<file path="src/hdl/assert_macros.svh">
// Assertion macros shared by the height lookup RTL.
`ifndef ASSERT_MACROS_SVH
`define ASSERT_MACROS_SVH

// Check a property on every rising edge outside reset.
`define HTHL_ASSERT(lbl, ck, rstn, prop) \
	lbl: assert property (@(posedge ck) disable iff (!rstn) prop) \
		else $error("hthl assertion failed");

// Check that a condition never holds outside reset.
`define HTHL_ASSERT_NEVER(lbl, ck, rstn, cond) \
	`HTHL_ASSERT(lbl, ck, rstn, !(cond))

`endif

</file>
<file path="src/hdl/hthl_pkg.sv">
// Shared constants, codes and pipeline types of the heightmap height lookup.
package hthl_pkg;

	// Map storage, split into an even and an odd address bank
	localparam int MAP_DEPTH  = 4096;
	localparam int BANK_DEPTH = (MAP_DEPTH + 1) / 2;
	localparam int BANK_AW    = (BANK_DEPTH > 1) ? $clog2(BANK_DEPTH) : 1;

	// Corner index width: col + (row + 1) * stride + 1 stays below 2**13
	localparam int IDX_W = 13;

	// Q0.8 one, rounding half of 65280, and 2**24 / 255 rounded down
	localparam logic [8:0]  FRAC_ONE     = 9'd256;
	localparam logic [31:0] ROUND_HALF   = 32'd32640;
	localparam logic [16:0] DIV255_RECIP = 17'd65793;
	localparam logic [23:0] DIV255       = 24'd255;

	typedef enum logic {
		CMD_WRITE = 1'b0,
		CMD_QUERY = 1'b1
	} cmd_t;

	typedef enum logic [2:0] {
		REG_GRID_COLUMNS = 3'd0,
		REG_GRID_ROWS    = 3'd1,
		REG_OFFSET_X     = 3'd2,
		REG_OFFSET_Z     = 3'd3,
		REG_HEIGHT_SCALE = 3'd4
	} cfg_reg_t;

	// Map write toward one bank
	typedef struct packed {
		logic               en;
		logic               odd;
		logic [BANK_AW-1:0] addr;
		logic [7:0]         data;
	} wr_req_t;

	// Bank read addresses: port 0 serves the C/D pair, port 1 the A/B pair
	typedef struct packed {
		logic [BANK_AW-1:0] even0;
		logic [BANK_AW-1:0] even1;
		logic [BANK_AW-1:0] odd0;
		logic [BANK_AW-1:0] odd1;
	} rd_addr_t;

	// Registered bank read data
	typedef struct packed {
		logic [7:0] even0;
		logic [7:0] even1;
		logic [7:0] odd0;
		logic [7:0] odd1;
	} corner_t;

	// Query bookkeeping that travels with the data
	typedef struct packed {
		logic       valid;
		logic       oor;
		logic       ic_odd;
		logic       ia_odd;
		logic [7:0] s;
		logic [7:0] t;
	} meta_t;

endpackage

</file>
<file path="src/hdl/hthl_round.sv">
// Rounded division by 65280 and the result register.
module hthl_round import hthl_pkg::*; (
	input  logic        clk,
	input  logic        arst_n,
	input  logic        valid_s4,
	input  logic        oor_s4,
	input  logic [31:0] hv_s4,
	output logic        done,
	output logic [15:0] height,
	output logic        out_of_range
);

	logic [31:0] num;
	logic [23:0] m;
	logic [40:0] prod;

	logic        valid_s5;
	logic        oor_s5;
	logic [23:0] m_s5;
	logic [15:0] q0_s5;

	logic [23:0] back;
	logic [23:0] rem;
	logic [15:0] quo;

	logic        done_q;
	logic [15:0] height_q;
	logic        oor_q;

	// Add half, drop the factor 256, estimate the quotient by 255
	always_comb begin
		num  = hv_s4 + ROUND_HALF;
		m    = num[31:8];
		prod = 41'(m) * 41'(DIV255_RECIP);
	end

	always_ff @(posedge clk or negedge arst_n) begin
		if (!arst_n) begin
			valid_s5 <= 1'b0;
			done_q   <= 1'b0;
		end else begin
			valid_s5 <= valid_s4;
			done_q   <= valid_s5;
		end
	end

	always_ff @(posedge clk) begin
		oor_s5 <= oor_s4;
		m_s5   <= m;
		q0_s5  <= prod[39:24];
	end

	// Correct the estimate, which is low by at most one
	always_comb begin
		back = {q0_s5, 8'h00} - {8'h00, q0_s5};
		rem  = m_s5 - back;
		quo  = (rem >= DIV255) ? q0_s5 + 16'd1 : q0_s5;
	end

	// Register the result
	always_ff @(posedge clk) begin
		height_q <= oor_s5 ? 16'd0 : quo;
		oor_q    <= oor_s5;
	end

	assign done         = done_q;
	assign height       = height_q;
	assign out_of_range = oor_q;

endmodule

</file>
<file path="config.mk">
export PLATFORM = sky130hd
export DESIGN_NAME = hthl_round
export DESIGN_NICKNAME = d
export VERILOG_FILES = /design/src/hdl/assert_macros.svh /design/src/hdl/hthl_pkg.sv /design/src/hdl/hthl_round.sv
export SDC_FILE = /design/constraint.sdc
export NUM_CORES = 1
export LEC_CHECK = 0
export BUFFER_PORTS_ARGS = -buffer_cell sky130_fd_sc_hd__buf_2
export CAP_MARGIN = 30
export CORE_MARGIN = 1.5
export CORE_UTILIZATION = 35
export DETAILED_ROUTE_END_ITERATION = 16
export PLACE_DENSITY = 0.52
export RECOVER_POWER = 25
export SYNTH_ARGS = -nofsm -noshare
export SYNTH_HDL_FRONTEND = slang
export SYNTH_SLANG_ARGS = --single-unit
</file>
<file path="constraint.sdc">
create_clock -name clk -period 9.45 [get_ports clk]
set_input_delay 0.4725 -clock clk [delete_from_list [all_inputs] [get_ports clk]]
set_output_delay 0.4725 -clock clk [all_outputs]
set_load 0.02 [all_outputs]
</file>
==> implementation parameters <==
Parameter                              Value

Status
  Outcome    finished clean

Clock network
  H-tree depth    3
  Root Buffer    clkbuf_16
  Clock slew at reported path FFs    ~0.050 ns
  Maximum number of buffers from clock root to sink    2
  Clock latency on the worst-skew pair    around 0.32 ns
  Total clock buffers created by CTS    9
  # clock sinks    60
  CTS tree    yes
  Number of buffers added for setup after CTS    0

Synth
  Netlist Area Pre-Place    5730 um2
  Library cells used by synthesis    62
  Gate count after technology mapping    ~660
  Syn_area_per_cell    about 8.7 um2
  Main synth FF type    dfxtp_1
  Number of synthesized flops with an enable pin    0
  Synth Register Bits    60
  Total nets after synthesis    approximately 840
  Synth warnings    0
  Post-synthesis async set-or-reset flop share    roughly 3.3%
  Fraction of the yosys area taken by sequential cells    a little over a fifth

Die
  Initial core utilization    a little over a third
  Width of the die    around 130 um
  Die height    between 100 and 150 um
  Total I/O pin count    between 50 and 60
  Die area    17100 um2
  Core Box Area    about 16000 um2
  Site Rows    between 40 and 50

Global route
  Initial antenna violation count    0
  Overflow after GRT    0
  Via count of the first global-routing pass    4618
  Met2 usage in global routing    30.8%
  Top Usage Layer GRT    met2
  Met3 Use GR    1.91%
  Largest net degree at the start of global routing    26
  Global routing usage summed across all routing layers    17.5%
  Wire length of the first global-routing pass    around 23 mm
  M1 GR Usage    23.1%

Critical path
  Number of buffer and inverter instances along the worst setup path    4
  Most frequent cell on the critical path    ha_1
  Worst EP required    9.63 ns
  Cells along the critical path    clkbuf_1, or3_1, nor4_1, a21oi_1, nand4_1, xnor2_1, ha_1, ha_1, inv_1, fa_1, inv_1, ha_1, ha_1, o21a_1, o21a_1, o21ai_0, inv_1, o21ai_0, nor2_1, a41oi_1, o31ai_1, o2111ai_1, xnor2_1
  Critical path type    in2reg
  Delay of the slowest cell on the worst path    a little over 0.6 ns
  Startpoint class of the critical path    input pin
  Family with the most delay on the worst path    compound AO/OA/AOI/OAI gates
  CP Max Fanout    6
  Worst Path Arrival    between 5 and 6 ns
  Slowest library cell on the worst path    o31ai_1
  Capturing element type of the critical path    flip-flop

STA
  Final Cycle Share    around 61%
  Number of hold violations in the final report    0
  Number of slew-limit violations in the final report    0
  Sum Neg Setup Slack    0 ns
  Worst Clk Skew    0.00953 ns
  Worst relative slew slack    a little under half
  Fin crit period    between 5 and 6 ns
  Transition time at the pin with the least slew margin    between 0.7 and 0.8 ns
  Worst hold margin    between 0.2 and 0.3 ns
  Unrepaired setup endpoints after global routing    false
  Highest attainable clock frequency    ~0.17 GHz
  Number of failing setup endpoints in the final timing report    0

Layout
  Most common library cell in the layout ignoring fill and taps    ha_1
  Filler cells    between 1500 and 2000
  Most frequent cells in the layout    ha_1, inv_1, dfxtp_1
  FF+latch area    1210 um2
  Combined area of the multi-input logic cells    around 4100 um2
  Number of nets in the layout    ~890
  Antenna Cells    0
  Layout cells sized above 1    under 10%
  Synth-to-Final Area Change    12.6%

Route
  Via-to-Cell Ratio    about 5.1
  Number of antenna-violating nets in the routed design    0
  Routed WL    between 10 and 15 mm
  Pre-Repair DR Iteration Count    5
  Number of DRC markers in iteration 0    about 210
  WL/cell    15.2 um
  Number of remaining DRC errors    0
  Total via count in the routed design    about 4700

Run
  Reported max-cap violation count    0

Placed design
  Weighted congestion reported at the end of routability-driven placement    around 0.82
  Post-detail-place hpwl    12.1 mm
  I/O Buffers    between 40 and 50

Pwr
  Worst vdd ir    roughly 0.00012 V
  Leakage    between 0.003 and 0.004 uW
  Power Dens Cells    approximately 280 nW/um2

Hold path
  Worst min-delay path class    in2reg
[report_power, final]
| group | internal [uW] | leakage [uW] | switching (uW) |
|---|---|---|---|
| clock | 174 | 0.000124 | 107 |
| sequential | 301 | 0.000511 | 65.9 |
| combinational | 463 | 0.00255 | 686 |
[sequential cells by signal (all words and copies together) (netlist names)]
register,flops
done,1
height,16
m_s5,24
oor_s5,1
out_of_range,1
q0_s5,16
valid_s5,1
[final timing paths]
check | start | endpoint | slack (ns) | cells past startpoint
worst min-delay path | oor_s4 | oor_s5 | 0.26 | 1
worst max register to register | q0_s5[9] | height[11] | 4.87 | 15
max in group asynchronous | arst_n | done | 8.87 | 2
worst min register to register | valid_s5 | done | 0.36 | 0
min in group asynchronous | arst_n | valid_s5 | 0.46 | 2
worst max-delay path | hv_s4[9] | q0_s5[15] | 3.70 | 23
[cells in the mapped netlist (3+ instances only)]
cell type	instances	share of area (%)
ha_1	128	28
inv_1	91	6.0
dfxtp_1	58	20
nor2_1	48	3.1
a21oi_1	40	3.5
nand2_1	33	2.2
xnor2_1	33	5.0
o21ai_0	18	1.6
nand3_1	15	1.3
nor3_1	15	1.3
xor2_1	15	2.3
fa_1	14	4.9
nand4_1	12	1.3
o21ai_1	12	1.0
a21o_1	11	1.4
or3_1	11	1.2
a211oi_1	8	1.0
o21a_1	6	0.79
or4_1	6	0.79
and3_1	5	0.55
nor2b_1	5	0.55
nor4_1	5	0.55
o31ai_1	5	0.66
nand2b_1	4	0.44
a2111oi_2	3	0.79
and4_1	3	0.46
clkbuf_1	3	0.20
nand4b_1	3	0.46
o211ai_1	3	0.39
[per-stage QoR]
stage / power, uW / std cells / utilization [%] / instance area (um2) / setup WS [ns]
after global routing: 1980 / 931 / 40.5 / 6450 / 3.22
after floorplan: 1220 / 658 / - / 5730 / 4.25
final: 1800 / 931 / 40.5 / 6450 / 3.70
after detailed placement: 1520 / 914 / 38.8 / 6190 / 3.38
after global placement: 1500 / 914 / 38.8 / 6190 / 3.48
after CTS: 1810 / 930 / 40.5 / 6460 / 3.70
[what timing repair did]
item	CTS	global route
endpoints found under the hold margin	2	0
resized for setup	0	0
hold buffers	1	0
[layer usage]
layer / routed length (um) / vias to the layer above
met4: 209 / 0
li1: - / 2430
met5: 0 / -
met3: 394 / 15
met1: 6750 / 2196
met2: 6830 / 93
[layout make-up]
type	count	share of cell area (%)
Multi-Input combinational cell	501	64.1
Clock inverter	5	0.465
Inverter	91	5.29
Sequential cell	60	18.8
Tap cell	216	4.19
Timing Repair Buffer	48	3.65
Clock buffer	10	3.55
[logic make-up (layout without fill, tap and decap cells)]
family	count (synthesis)	count (layout)	share of synthesized area (%)
flops	60	60	21.1
fa+ha+maj	142	142	32.9
buf+inv	97	154	6.68
xor+xnor	49	49	7.62
compound gates	131	131	15.1
mux	4	4	0.743
simple gates	175	175	15.9
Note: power is estimated with default switching activity, not from simulation.
