<file path="src/hdl/assert_macros.svh">
// Assertion macros shared by the height lookup RTL.
`ifndef ASSERT_MACROS_SVH
`define ASSERT_MACROS_SVH

// Check a property on every rising edge outside reset.
`define HTHL_ASSERT(lbl, ck, rstn, prop) \
	lbl: assert property (@(posedge ck) disable iff (!rstn) prop) \
		else $error("hthl assertion failed");

// Check that a condition never holds outside reset.
`define HTHL_ASSERT_NEVER(lbl, ck, rstn, cond) \
	`HTHL_ASSERT(lbl, ck, rstn, !(cond))

`endif

</file>
<file path="src/hdl/hthl_pkg.sv">
// Shared constants, codes and pipeline types of the heightmap height lookup.
package hthl_pkg;

	// Map storage, split into an even and an odd address bank
	localparam int MAP_DEPTH  = 4096;
	localparam int BANK_DEPTH = (MAP_DEPTH + 1) / 2;
	localparam int BANK_AW    = (BANK_DEPTH > 1) ? $clog2(BANK_DEPTH) : 1;

	// Corner index width: col + (row + 1) * stride + 1 stays below 2**13
	localparam int IDX_W = 13;

	// Q0.8 one, rounding half of 65280, and 2**24 / 255 rounded down
	localparam logic [8:0]  FRAC_ONE     = 9'd256;
	localparam logic [31:0] ROUND_HALF   = 32'd32640;
	localparam logic [16:0] DIV255_RECIP = 17'd65793;
	localparam logic [23:0] DIV255       = 24'd255;

	typedef enum logic {
		CMD_WRITE = 1'b0,
		CMD_QUERY = 1'b1
	} cmd_t;

	typedef enum logic [2:0] {
		REG_GRID_COLUMNS = 3'd0,
		REG_GRID_ROWS    = 3'd1,
		REG_OFFSET_X     = 3'd2,
		REG_OFFSET_Z     = 3'd3,
		REG_HEIGHT_SCALE = 3'd4
	} cfg_reg_t;

	// Map write toward one bank
	typedef struct packed {
		logic               en;
		logic               odd;
		logic [BANK_AW-1:0] addr;
		logic [7:0]         data;
	} wr_req_t;

	// Bank read addresses: port 0 serves the C/D pair, port 1 the A/B pair
	typedef struct packed {
		logic [BANK_AW-1:0] even0;
		logic [BANK_AW-1:0] even1;
		logic [BANK_AW-1:0] odd0;
		logic [BANK_AW-1:0] odd1;
	} rd_addr_t;

	// Registered bank read data
	typedef struct packed {
		logic [7:0] even0;
		logic [7:0] even1;
		logic [7:0] odd0;
		logic [7:0] odd1;
	} corner_t;

	// Query bookkeeping that travels with the data
	typedef struct packed {
		logic       valid;
		logic       oor;
		logic       ic_odd;
		logic       ia_odd;
		logic [7:0] s;
		logic [7:0] t;
	} meta_t;

endpackage

</file>
<file path="src/hdl/hthl_interp.sv">
// Triangle interpolation of the four corners and scaling by height_scale.
module hthl_interp import hthl_pkg::*; (
	input  logic        clk,
	input  logic        arst_n,
	input  meta_t       meta_s2,
	input  corner_t     rd,
	input  logic [15:0] height_scale,
	output logic        valid_s4,
	output logic        oor_s4,
	output logic [31:0] hv_s4
);

	logic [7:0]        c, d, a, b;
	logic [7:0]        base, n1, n2;
	logic [8:0]        f1, f2;
	logic              upper;
	logic signed [8:0] diff1, diff2;
	logic signed [18:0] p1, p2;

	logic               valid_s3;
	logic               oor_s3;
	logic [7:0]         base_s3;
	logic signed [18:0] p1_s3, p2_s3;

	logic signed [18:0] vsum;
	logic [15:0]        v16;

	// Sort bank data into corners and pick the triangle
	always_comb begin
		c = meta_s2.ic_odd ? rd.odd0  : rd.even0;
		d = meta_s2.ic_odd ? rd.even0 : rd.odd0;
		a = meta_s2.ia_odd ? rd.odd1  : rd.even1;
		b = meta_s2.ia_odd ? rd.even1 : rd.odd1;
		upper = ({1'b0, meta_s2.s} + {1'b0, meta_s2.t}) > FRAC_ONE;
		if (upper) begin
			base = b;
			n1   = a;
			n2   = d;
			f1   = FRAC_ONE - {1'b0, meta_s2.s};
			f2   = FRAC_ONE - {1'b0, meta_s2.t};
		end else begin
			base = c;
			n1   = d;
			n2   = a;
			f1   = {1'b0, meta_s2.s};
			f2   = {1'b0, meta_s2.t};
		end
		diff1 = $signed({1'b0, n1}) - $signed({1'b0, base});
		diff2 = $signed({1'b0, n2}) - $signed({1'b0, base});
		p1    = $signed({1'b0, f1}) * diff1;
		p2    = $signed({1'b0, f2}) * diff2;
	end

	// Hold the weighted differences
	always_ff @(posedge clk or negedge arst_n) begin
		if (!arst_n) begin
			valid_s3 <= 1'b0;
			valid_s4 <= 1'b0;
		end else begin
			valid_s3 <= meta_s2.valid;
			valid_s4 <= valid_s3;
		end
	end

	always_ff @(posedge clk) begin
		oor_s3  <= meta_s2.oor;
		base_s3 <= base;
		p1_s3   <= p1;
		p2_s3   <= p2;
	end

	// Sum the interpolant, then scale it
	always_comb begin
		vsum = $signed({3'b000, base_s3, 8'h00}) + p1_s3 + p2_s3;
		v16  = vsum[18] ? 16'd0 : vsum[15:0];
	end

	always_ff @(posedge clk) begin
		oor_s4 <= oor_s3;
		hv_s4  <= 32'(height_scale) * 32'(v16);
	end

endmodule

</file>
<file path="config.mk">
export PLATFORM = sky130hd
export DESIGN_NAME = hthl_interp
export DESIGN_NICKNAME = d
export VERILOG_FILES = /design/src/hdl/assert_macros.svh /design/src/hdl/hthl_pkg.sv /design/src/hdl/hthl_interp.sv
export SDC_FILE = /design/constraint.sdc
export NUM_CORES = 1
export LEC_CHECK = 0
export ABC_CLOCK_PERIOD_IN_PS = 9290
export BUFFER_PORTS_ARGS = -buffer_cell sky130_fd_sc_hd__buf_2
export CORE_UTILIZATION = 30
export DETAILED_ROUTE_END_ITERATION = 10
export GPL_TIMING_DRIVEN = 0
export PLACE_DENSITY = 0.46
export SKIP_CTS_REPAIR_TIMING = 1
export SLEW_MARGIN = 40
export SYNTH_ARGS = -nofsm -noshare
export SYNTH_HDL_FRONTEND = slang
export SYNTH_SLANG_ARGS = --single-unit
</file>
<file path="constraint.sdc">
create_clock -name clk -period 9.29 [get_ports clk]
set_input_delay 1.858 -clock clk [delete_from_list [all_inputs] [get_ports clk]]
set_output_delay 1.858 -clock clk [all_outputs]
set_load 0.01 [all_outputs]
</file>
==> flow_summary_export.csv <==
group,metric,value,unit
clock_tree,cts_tree,"built",
sta,setup_slack,-80.0,ps
global_routing,first_global_vias,15100,
clock_tree,cts_root_buf,"clkbuf_16",
floorplanning,rows,91,
finish,fill_cells,6361,
sta,hold_viol_final,0,
yosys,ys_seq_area_share,8.70,%
critical_path,crit_path_max_incr_delay,540,ps
finish,final_cell_area,0.0223,mm²
place,postPlaceCellArea,0.0208,mm²
job,max_cap_violations,0,
sta,finalSetupTns,-221,ps
finish,layout.cells.non_filler,3099,
yosys,synthArstFlopShare,2.44,%
status,status,"complete, but fails checks",
sta,max_slew_margin,41.3,%
sta,worstMarginPinSlew,874,ps
global_routing,antenna_found_initial,2,
route,drc,0,
place,port_buffers,101,
route,first_pass_iters,5,
critical_path,timing.setup.critical_path_class,"input port to flop",
critical_path,end_kind,"flop",
finish,regArea,0.00165,mm²
critical_path,critPathLaunchType,"input port",
clock_tree,htreeDepth,3,
floorplanning,num_io_pins,104,
yosys,synth_flop_cell,"dfxtp_1",
yosys,synth_warnings,0,
global_routing,grtUsageTotal,16.2,%
finish,multi_input_area,0.0165,mm²
clock_tree,cts_made_buffers,9,
clock_tree,clkSinkCount,82,
finish,final_util,36.0,%
sta,rsz0062_at_grt,"yes",
critical_path,path_max_fanout,6,
route,vias,14800,
global_routing,grt_start_max_net_pins,15,
yosys,synth.ff_latch_count,82,
sta,final-setup-viol-count,4,
route,drtIter0Drc,617,
critical_path,critical_path_arrival,9610,ps
floorplanning,initial_utilization,30.6,%
route,wl_per_cell,16.7,µm
finish,areaGrowthSynthToFinish,17.7,%
floorplanning,core,0.0621,mm²
floorplanning,die-area,0.0643,mm²
critical_path,cp_common_cell,"fa_1",
global_routing,grt-ovfl-total,0,
clock_tree,cts_buffer_depth,2,
floorplanning,die_h,253,µm
yosys,synth_area_per_cell,9.16,µm²
yosys,syn-instance-count,2072,
sta,slew_viol_final,0,
route,drtAntennaViolNets,0,
route,drt-total-wl,51700,µm
finish,finish.net_count,2898,
clock_tree,clkTransAtPathRegs,70,ps
yosys,syn_area,0.0190,mm²
yosys,synth_cell_types,86,
yosys,synthesis.nets,2713,
critical_path,cp_slowest_cell,"fa_1",
min_path,hold_path_class,"flop to flop",
floorplanning,die_w,253,µm
global_routing,grt_pass1_wl,81100,µm
critical_path,critPathRequiredTime,9530,ps
yosys,synth_edf_count,0,
clock_tree,clk_latency,370,ps
sta,min_period,9370,ps
sta,fmax,107,MHz
place,dp.cells,3010,
sta,fin_worst_skew,14.7,ps
place,place_hpwl,43600,µm
place,place.gp.congestion,0.892,
finish,insertedDiodeCount,0,
finish,drive_gt1_share,17.6,%
route,vias_per_cell,4.78,
status,violations,"setup timing",
sta,timing.final.crit_share,101,%
-- cell usage after synthesis, drive strengths merged, types with 3 or more instances --
master   count  area share [%]
o211ai      12            0.73
nor3b        4            0.21
a31oi        4            0.13
a31o         4            0.18
xor2        36             1.9
or2         17            0.56
fa         306              32
mux2i       55             3.1
o21bai      11            0.44
dfxtp       80             8.4
mux2         4            0.28
a21oi       68             1.9
a21bo        3            0.16
ha         265              17
a221oi       3            0.17
inv        388             7.7
o21a        10            0.44
nor2b       12            0.41
or3         16            0.53
o2111ai      5            0.23
nor3        31            0.93
a21o        53             2.1
nor2       103             2.1
nand2b      24            0.79
nand2      177             3.5
o21ai       39             1.1
nand3       29            0.76
and3        24            0.79
nand4        6            0.20
and2       115             3.8
xnor2       61             2.8
o31ai        3            0.12
buf         20            0.71
clkbuf      37            0.74
a211oi      12            0.53
-- through the flow --
step / hold WS (ps) / setup slack (ps)
global route: 361 / -328
floorplan: 310 / -135
CTS: 355 / -1010
global placement: 310 / -1340
detailed placement: 339 / -1380
finish: 347 / -80.0
-- logic make-up (layout without fill, tap and decap cells) --
logic type | count (synthesis) | in the layout | synth area share, %
compound gates | 251 | 252 | 9.46
simple gates | 565 | 565 | 14.8
flops | 82 | 82 | 8.70
mux | 59 | 59 | 3.38
fa+ha+maj | 571 | 571 | 49.8
buf+inv | 447 | 636 | 9.17
xor+xnor | 97 | 97 | 4.72
-- layout make-up --
cell class | instances | share of cell area, %
Inverter | 390 | 6.59
Buffer | 55 | 1.32
Multi-Input combinational cell | 1544 | 73.7
Tap cell | 837 | 4.69
Sequential cell | 82 | 7.39
Clock buffer | 10 | 1.03
Clock inverter | 6 | 0.302
Timing Repair Buffer | 175 | 5.00
-- registers in the layout (all words and copies together), names as in the netlist --
name      flops
base_s3       8
hv_s4        32
oor_s3        1
oor_s4        1
p1_s3        19
p2_s3        19
valid_s3      1
valid_s4      1
-- cell usage in the layout (no fill, tap or decap), drive strengths merged, types with 55 or more instances in the layout --
cell     n
buf    193
nand2  177
xnor2   61
and2   115
ha     265
a21oi   68
mux2i   55
nor2   103
inv    388
dfxtp   80
fa     306
-- worst paths after layout --
kind | start | to | slack (ps) | cells past startpoint
setup / recovery | meta_s2[0] | p1_s3[17] | -80 | 36
hold / removal | oor_s3 | oor_s4 | 350 | 0
setup reg to reg | base_s3[3] | hv_s4[30] | 470 | 31
hold reg to reg | oor_s3 | oor_s4 | 350 | 0
max in group asynchronous | arst_n | valid_s3 | 7940 | 1
min in group asynchronous | arst_n | valid_s4 | 1260 | 1
-- worst max-delay path: cells and delay by family --
kind	cells	cell delay, ps
compound gates	12	2230
xor+xnor	3	510
fa+ha+maj	10	3830
buf+inv	6	460
mux	1	150
simple gates	4	550
-- metal layers --
layer / vias to the layer above / global-route usage (%) / part of all wire (%)
li1: 6971 / - / -
met1: 7513 / 21.6 / 45
met2: 300 / 27.7 / 49
met3: 37 / 2.18 / 4.5
met4: 0 / 3.31 / 1.5
met5: - / 0 / 0
Power is not shown: default switching activity piles up to over one toggle a cycle in this logic, so the estimate is an artifact.
