### src/hdl/assert_macros.svh
// Assertion macros shared by the height lookup RTL.
`ifndef ASSERT_MACROS_SVH
`define ASSERT_MACROS_SVH

// Check a property on every rising edge outside reset.
`define HTHL_ASSERT(lbl, ck, rstn, prop) \
	lbl: assert property (@(posedge ck) disable iff (!rstn) prop) \
		else $error("hthl assertion failed");

// Check that a condition never holds outside reset.
`define HTHL_ASSERT_NEVER(lbl, ck, rstn, cond) \
	`HTHL_ASSERT(lbl, ck, rstn, !(cond))

`endif

### src/hdl/hthl_pkg.sv
// Shared constants, codes and pipeline types of the heightmap height lookup.
package hthl_pkg;

	// Map storage, split into an even and an odd address bank
	localparam int MAP_DEPTH  = 4096;
	localparam int BANK_DEPTH = (MAP_DEPTH + 1) / 2;
	localparam int BANK_AW    = (BANK_DEPTH > 1) ? $clog2(BANK_DEPTH) : 1;

	// Corner index width: col + (row + 1) * stride + 1 stays below 2**13
	localparam int IDX_W = 13;

	// Q0.8 one, rounding half of 65280, and 2**24 / 255 rounded down
	localparam logic [8:0]  FRAC_ONE     = 9'd256;
	localparam logic [31:0] ROUND_HALF   = 32'd32640;
	localparam logic [16:0] DIV255_RECIP = 17'd65793;
	localparam logic [23:0] DIV255       = 24'd255;

	typedef enum logic {
		CMD_WRITE = 1'b0,
		CMD_QUERY = 1'b1
	} cmd_t;

	typedef enum logic [2:0] {
		REG_GRID_COLUMNS = 3'd0,
		REG_GRID_ROWS    = 3'd1,
		REG_OFFSET_X     = 3'd2,
		REG_OFFSET_Z     = 3'd3,
		REG_HEIGHT_SCALE = 3'd4
	} cfg_reg_t;

	// Map write toward one bank
	typedef struct packed {
		logic               en;
		logic               odd;
		logic [BANK_AW-1:0] addr;
		logic [7:0]         data;
	} wr_req_t;

	// Bank read addresses: port 0 serves the C/D pair, port 1 the A/B pair
	typedef struct packed {
		logic [BANK_AW-1:0] even0;
		logic [BANK_AW-1:0] even1;
		logic [BANK_AW-1:0] odd0;
		logic [BANK_AW-1:0] odd1;
	} rd_addr_t;

	// Registered bank read data
	typedef struct packed {
		logic [7:0] even0;
		logic [7:0] even1;
		logic [7:0] odd0;
		logic [7:0] odd1;
	} corner_t;

	// Query bookkeeping that travels with the data
	typedef struct packed {
		logic       valid;
		logic       oor;
		logic       ic_odd;
		logic       ia_odd;
		logic [7:0] s;
		logic [7:0] t;
	} meta_t;

endpackage

### src/hdl/hthl_front.sv
// Request capture, bounds check and corner address generation.
module hthl_front import hthl_pkg::*; (
	input  logic        clk,
	input  logic        arst_n,
	input  logic        take,
	input  logic        command,
	input  logic [11:0] map_index,
	input  logic [7:0]  map_value,
	input  logic [23:0] pos_x,
	input  logic [23:0] pos_z,
	input  logic [5:0]  grid_columns,
	input  logic [5:0]  grid_rows,
	input  logic [23:0] offset_x,
	input  logic [23:0] offset_z,
	output wr_req_t     wr,
	output rd_addr_t    rd_addr,
	output meta_t       meta_s2
);

	logic        valid_s1;
	logic        cmd_s1;
	logic [11:0] widx_s1;
	logic [7:0]  wval_s1;
	logic [24:0] lx_s1;
	logic [24:0] lz_s1;

	logic [15:0]      col_full;
	logic [15:0]      row_full;
	logic [6:0]       stride;
	logic [IDX_W-1:0] ic;
	logic [IDX_W-1:0] ia;
	logic [IDX_W-1:0] ic_next;
	logic [IDX_W-1:0] ia_next;
	logic             oor;
	meta_t            meta_d;

	// Hold request valid
	always_ff @(posedge clk or negedge arst_n) begin
		if (!arst_n) begin
			valid_s1 <= 1'b0;
		end else begin
			valid_s1 <= take;
		end
	end

	// Capture the request and move the position into grid space
	always_ff @(posedge clk) begin
		if (take) begin
			cmd_s1  <= command;
			widx_s1 <= map_index;
			wval_s1 <= map_value;
			lx_s1   <= {pos_x[23], pos_x} + {offset_x[23], offset_x};
			lz_s1   <= {pos_z[23], pos_z} + {offset_z[23], offset_z};
		end
	end

	// Locate the cell, its corners and check the bounds
	always_comb begin
		col_full = lx_s1[23:8];
		row_full = lz_s1[23:8];
		stride   = {1'b0, grid_columns} + 7'd1;
		ic       = IDX_W'(lx_s1[13:8]) + IDX_W'(lz_s1[13:8]) * IDX_W'(stride);
		ia       = ic + IDX_W'(stride);
		ic_next  = ic + IDX_W'(1);
		ia_next  = ia + IDX_W'(1);
		oor      = lx_s1[24] || lz_s1[24]
			|| (col_full >= {10'd0, grid_columns})
			|| (row_full >= {10'd0, grid_rows})
			|| (32'(ia_next) >= 32'(MAP_DEPTH));

		meta_d.valid  = valid_s1 && (cmd_s1 == CMD_QUERY);
		meta_d.oor    = oor;
		meta_d.ic_odd = ic[0];
		meta_d.ia_odd = ia[0];
		meta_d.s      = lx_s1[7:0];
		meta_d.t      = lz_s1[7:0];
	end

	// Drive the bank reads: the odd entry of a pair sits at p/2, the even at (p+1)/2
	always_comb begin
		rd_addr.odd0  = BANK_AW'(ic >> 1);
		rd_addr.even0 = BANK_AW'(ic_next >> 1);
		rd_addr.odd1  = BANK_AW'(ia >> 1);
		rd_addr.even1 = BANK_AW'(ia_next >> 1);
	end

	// Drive the map write, drop writes beyond the map
	always_comb begin
		wr.en   = valid_s1 && (cmd_s1 == CMD_WRITE) && (32'(widx_s1) < 32'(MAP_DEPTH));
		wr.odd  = widx_s1[0];
		wr.addr = BANK_AW'(widx_s1 >> 1);
		wr.data = wval_s1;
	end

	// Advance query bookkeeping alongside the bank read
	always_ff @(posedge clk or negedge arst_n) begin
		if (!arst_n) begin
			meta_s2 <= '0;
		end else begin
			meta_s2 <= meta_d;
		end
	end

endmodule

### config.mk
export PLATFORM = sky130hd
export DESIGN_NAME = hthl_front
export DESIGN_NICKNAME = d
export VERILOG_FILES = /design/src/hdl/assert_macros.svh /design/src/hdl/hthl_pkg.sv /design/src/hdl/hthl_front.sv
export SDC_FILE = /design/constraint.sdc
export NUM_CORES = 1
export LEC_CHECK = 0
export BUFFER_PORTS_ARGS = -buffer_cell sky130_fd_sc_hd__buf_2
export CORE_MARGIN = 3
export CORE_UTILIZATION = 54
export DETAILED_ROUTE_END_ITERATION = 10
export PLACE_DENSITY = 0.81
export SYNTH_ARGS = -nofsm -noshare
export SYNTH_HDL_FRONTEND = slang
export SYNTH_SLANG_ARGS = --single-unit
### constraint.sdc
create_clock -name clk -period 6.45 [get_ports clk]
set_input_delay 0 -clock clk [delete_from_list [all_inputs] [get_ports clk]]
set_output_delay 0 -clock clk [all_outputs]
set_load 0.02 [all_outputs]
==> run metrics, run 1 <==
Core ar.=14,000 µm²; CTS tree=done; Crit. End Element=primary output; ys async rst share=around 23%; clock buffer count from CTS=9; FMAX=0.166 GHz; Commonest cells post-synth=ha_1 (102), inv_1 (73), edfxtp_1 (71); first-pass GRT wire length=31.2 mm; final setup vio count=0; reg2reg setup slack=roughly 450 ps; RSZ-0062 raised after global routing=false; final wirelength=19.0 mm; slew margin rel.=40.3%; worst setup path start=lz_s1[9]; CTS sink cnt=92; Starting Density=56.0%; Layout Skew=9.16 ps; total number of yosys warnings=0; syn nets=1,037; top post-synthesis cells by area=edfxtp_1 (27%), ha_1 (16%), fa_1 (6.9%), dfrtp_1 (6.7%), xnor2_1 (5.1%); setup TNS=0 ps; drt wl/cell=15.9 µm; Post-CTS Setup Bufs=0; share of post-route cells with drive strength above 1=between 20% and 30%; DPL Wire Length=15.0 mm; top cell type's share of synthesized area=27.1%; slowest CP cell=edfxtp_1; Max Slew Vio Count=0; GPL Wtd Cong=0.927; Tcrit/Tclk final=roughly 93%; Worst Tran Pin Value=896 ps; Setup crit end=rd_addr[32]; # diodes=0; grt ovf=0; H-Tree Depth=3; Hold Vio Cnt, Final=0; P&R area growth vs syn=22.4%; post-synthesis cell count=776; total of max-cap violations=0; Cell variety after synth=71; Synth Register Bits=92; fin crit period=6030 ps; largest net degree at the start of global routing=73; Max stage delay on crit path=530 ps; Synth Flop Type=edfxtp_1; Clock Root Buffer=clkbuf_16; critical-path maximum fanout=8; CP required=6450 ps; most common cell in the netlist=ha_1; Worst Hold Class=input pin to register; DRC violations left=0; post-layout util=68.6%; capture point of the worst reg-to-reg path=meta_s2[18]; CP Launch Type=register; GRT Overall Usage=approximately a quarter; antenna-violating nets left=0; CTS Buffer Depth=2; Skew-Pair Late Insertion Delay=340 ps; Chip Height=127 µm; Site Rows=43; initial antenna violation count=1; vias in the first global route=6,673; Die X=127 µm; initial drt markers=331; First-pass DRT Iterations=5; Port Buffer Count=approximately 220; R2R Path Start=lz_s1[9]; CP Class=register to primary output; crit-path cells=and2_1 -> fa_1 -> inv_1 -> fa_1 -> inv_1 -> fa_1 -> inv_1 -> fa_1 -> inv_1 -> ha_1 -> o21a_1 -> o31a_1 -> a21oi_1 -> ha_1 -> o21ai_0 -> nand2b_1 -> o31ai_1 -> buf_4 -> xnor2_4 -> or2b_1 -> nor4_1 -> xnor2_1 -> buf_2; fin nets=approximately 1,300; cell taking the most area after synthesis=edfxtp_1; Seq/Total Area, Yosys=33.8%; outcome=complete, no violations; clock slew at reported path FFs=70 ps; Synth Area per Inst=10.1 µm²; vias per inst=5.50; R2R cell count=23; number of flops mapped to enable cells by yosys=71; total vias in the final route=6,589; hold path cells=3; crit path DAT=6030 ps; DIE AREA=about 16,000 µm²; Mapped Area=just under 8000 µm²; top-level port count=217
==> placed cells by master (no fill, tap or decap), types with 11 or more instances in the layout <==
cell type and count:
a21o_1 24, a21oi_1 42, and2_1 21, and3_1 12, buf_2 216, buf_4 12, dfrtp_1 21, dlygate4sd3_1 26
edfxtp_1 71, fa_1 27, ha_1 102, inv_1 73, nand2_1 54, nand3_1 19, nor2_1 36, nor2b_1 11
o21ai_0 29, xnor2_1 45, xor2_1 29
==> critical path, delay by kind of cell (launching register included) <==
family	cells	cell delay (ps)
buffers and inverters	6	580
xor gates and xnor gates	2	290
DFF	1	530
and+or+nand+nor	4	830
AOI/OAI and AO/OA	5	760
adders and majority gates	6	2690
==> state kept, by name, summed over array words and instances (netlist names) <==
name	count
lx_s1	25
valid_s1	1
meta_s2	20
wval_s1	8
widx_s1	12
lz_s1	25
cmd_s1	1
==> metrics by stage <==
step | hold slack (ps) | cells | area (µm²) | worst slack, ps
final | 117 | 1198 | 9630 | 425
after global routing | 127 | 1198 | 9630 | 23.3
after CTS | 108 | 1198 | 9630 | 409
after detailed placement | 4.09 | 1156 | 9060 | 125
after global placement | 1.04 | 1156 | 9060 | 333
after floorplan | -296 | 776 | 7870 | 431
==> routing by layer <==
layer  up-vias  routed length [µm]  track usage [%]
met5         -                   7                0
met4         2                 359             7.19
met3        28                1400             5.47
met2       222                9770             42.9
met1      3091                7480             28.3
li1       3246                   -                -
==> kinds of logic (layout without fill, tap and decap cells) <==
kind of cell / Yosys count / count (layout) / share of synthesized area, %
AO/OA/AOI/OAI: 170 / 170 / 14.7
XOR/XNOR: 76 / 76 / 8.70
adder cells (fa/ha/maj): 129 / 129 / 23.1
buffers and inverters: 101 / 343 / 6.06
flip-flops: 92 / 92 / 33.8
AND/OR/NAND/NOR: 208 / 208 / 13.7
==> final cells by class <==
| cell class | instances | area (µm²) |
|---|---|---|
| Multi-Input combinational cell | 583 | 4740 |
| Fill cell | 1098 | 4410 |
| Sequential cell | 92 | 2660 |
| Timing Repair Buffer | 254 | 1430 |
| Inverter | 73 | 274 |
| Clock buffer | 11 | 264 |
| Tap cell | 180 | 225 |
| Clock inverter | 5 | 37.5 |
==> what timing repair did <==
item,in CTS,in global routing
gates resized for setup,0,1
setup endpoints to repair,0,1
hold buffers,26,0
endpoints found under the hold margin,44,0
==> worst min path at each step <==
stage,end,slack [ps],startpoint
2_1_floorplan,meta_s2[0],-300,arst_n
3_3_place_gp,meta_s2[0],1,arst_n
6_report,lz_s1[22],120,offset_z[22]
5_1_grt,lz_s1[22],130,offset_z[22]
3_5_place_dp,meta_s2[0],4,arst_n
4_1_cts,lz_s1[22],110,offset_z[22]
Power of run 1 is left out: the tool's default activity adds up to more than one toggle a clock period on the data nets, which glitch-free logic cannot reach.
==> run 2: changes to the inputs <==
- CORE_ASPECT_RATIO: unset -> 1.2
==> run metrics, run 2 (synthesized netlist as in run 1, its figures left out) <==
CTS tree=done; critical-path maximum fanout=8 (unchanged); First-pass DRT Iterations=5 (unchanged); Site Rows=47 (+9.3%); P&R area growth vs syn=22.0%; top-level port count=217 (unchanged); H-Tree Depth=3 (unchanged); CTS Buffer Depth=2 (unchanged); fin crit period=6040 ps (+16.6 ps); DIE AREA=16,100 µm² (about the same); RSZ-0062 raised after global routing=false; Starting Density=56.0% (about the same); vias in the first global route=6,646 (-0.40%); CP Launch Type=register; initial drt markers=255 (-23%); FMAX=0.166 GHz (-0.27%); crit path DAT=6040 ps (about the same); Skew-Pair Late Insertion Delay=340 ps (about the same); largest net degree at the start of global routing=73 (unchanged); CP Class=register to primary output; total of max-cap violations=0 (unchanged); Largest delay share family, worst path=adder cells; DRC violations left=0 (unchanged); Crit path buffers/inverters=6 (unchanged); Die X=116 µm (-8.3%); slowest CP cell=edfxtp_1; most common cell after layout, fill and taps aside=buf_2; total vias in the final route=6,559 (-0.46%); clock buffer count from CTS=9 (unchanged); antenna-violating nets left=0 (unchanged); setup TNS=0 ps (unchanged); Port Buffer Count=216 (unchanged); Worst Hold Class=input pin to register; initial antenna violation count=2 (+1); Crit. End Element=primary output; most frequent cells in the layout=buf_2 (216), ha_1 (102), inv_1 (73); first-pass GRT wire length=30.7 mm (-1.6%); DPL Wire Length=15.1 mm (+0.98%); Post-CTS Setup Bufs=0 (unchanged); post-layout util=68.3% (-0.27 points); GRT Overall Usage=23.8% (-0.068 points); Max stage delay on crit path=530 ps (about the same); CP required=6450 ps (about the same); slew margin rel.=35.0% (-5.3 points); Layout Skew=7.27 ps (-1.90 ps); top flop regs=lx_s1 (25), lz_s1 (25), meta_s2 (20); GPL Wtd Cong=0.916 (-1.3%); drt wl/cell=15.8 µm (-0.65%); fin nets=1,274 (unchanged); final wirelength=18.8 mm (-1.3%); Worst Tran Pin Value=950 ps (+54.5 ps); Max Slew Vio Count=0 (unchanged); crit-path cells=and2_1 -> fa_1 -> inv_1 -> fa_1 -> inv_1 -> fa_1 -> inv_1 -> fa_1 -> inv_1 -> ha_1 -> o21a_1 -> o31a_1 -> a21oi_1 -> ha_1 -> inv_1 -> o21bai_1 -> nor3b_1 -> nand2_1 -> xor2_1 -> nor4_2 -> xnor2_1 -> buf_2; Clock Root Buffer=clkbuf_16; Hold Vio Cnt, Final=0 (unchanged); CTS sink cnt=92 (unchanged); Fill cells=1,106 (+0.73%); Tcrit/Tclk final=93.7% (+0.26 points); outcome=complete, no violations; Chip Height=138 µm (+9.1%); Core ar.=14,100 µm² (about the same); final setup vio count=0 (unchanged); vias per inst=5.51 (+0.21%); share of post-route cells with drive strength above 1=25.6% (+0.098 points); clock slew at reported path FFs=70 ps (about the same); cell repeated most along the worst path=inv_1; grt ovf=0 (unchanged)
run 2: changes by cell type in the layout (fill, tap and decap cells not counted), sizes merged:
cell	change
clkbuf	-2
clkinv	+3
diode	+1
inv	-1
run 2: layout make-up:
type | instances | area (µm²) | area share [%]
timing repair buffer | 254 | 1430 | 14.9
multi-input combinational | 583 | 4750 | 49.5
antenna | 1 | 2.50 | 0.0261
tap | 171 | 214 | 2.23
clock buffer | 9 | 225 | 2.34
clock inverter | 7 | 50.0 | 0.521
inverter | 73 | 274 | 2.85
sequential | 92 | 2660 | 27.7
run 2: worst min-delay path, stage by stage:
cell,delay (ps)
buf_2,80
ha_1,160
xnor2_1,130
run 2: final timing paths:
check                               to         from  depth (start not counted)  slack, ps
min reg2reg                meta_s2[10]     lx_s1[2]                          0        350
max in group asynchronous  meta_s2[18]       arst_n                          2       5940
max                        rd_addr[32]    lz_s1[10]                         22        410
max reg2reg                meta_s2[18]    lz_s1[10]                         23        450
min in group asynchronous   meta_s2[1]       arst_n                          2        160
min                           lx_s1[3]  offset_x[3]                          3        130
run 2: layer usage:
metal  vias to the layer above  part of all wire, %  GRT usage, %
li1                       3244                    -             -
met1                      3067                   37          26.4
met2                       206                   54          44.1
met3                        40                  5.3          4.28
met4                         2                  3.0          8.86
met5                         -                0.075             0
run 2: repair_timing:
| action | in CTS | in global routing |
|---|---|---|
| hold buffers | 26 | 0 |
| gates resized for setup | 0 | 2 |
| endpoints found under the setup margin | 0 | 1 |
| hold endpoints to repair | 44 | 0 |
run 2: stage by stage:
stage	hold WS [ps]	cells	worst slack, ps	instance area, µm²
5_1_grt	144	1190	38.4	9600
4_1_cts	126	1189	353	9590
2_1_floorplan	-296	776	431	7870
6_report	127	1190	408	9600
3_3_place_gp	-2.55	1147	317	9050
3_5_place_dp	2.22	1147	134	9050
Power of run 2 is left out for the same reason.
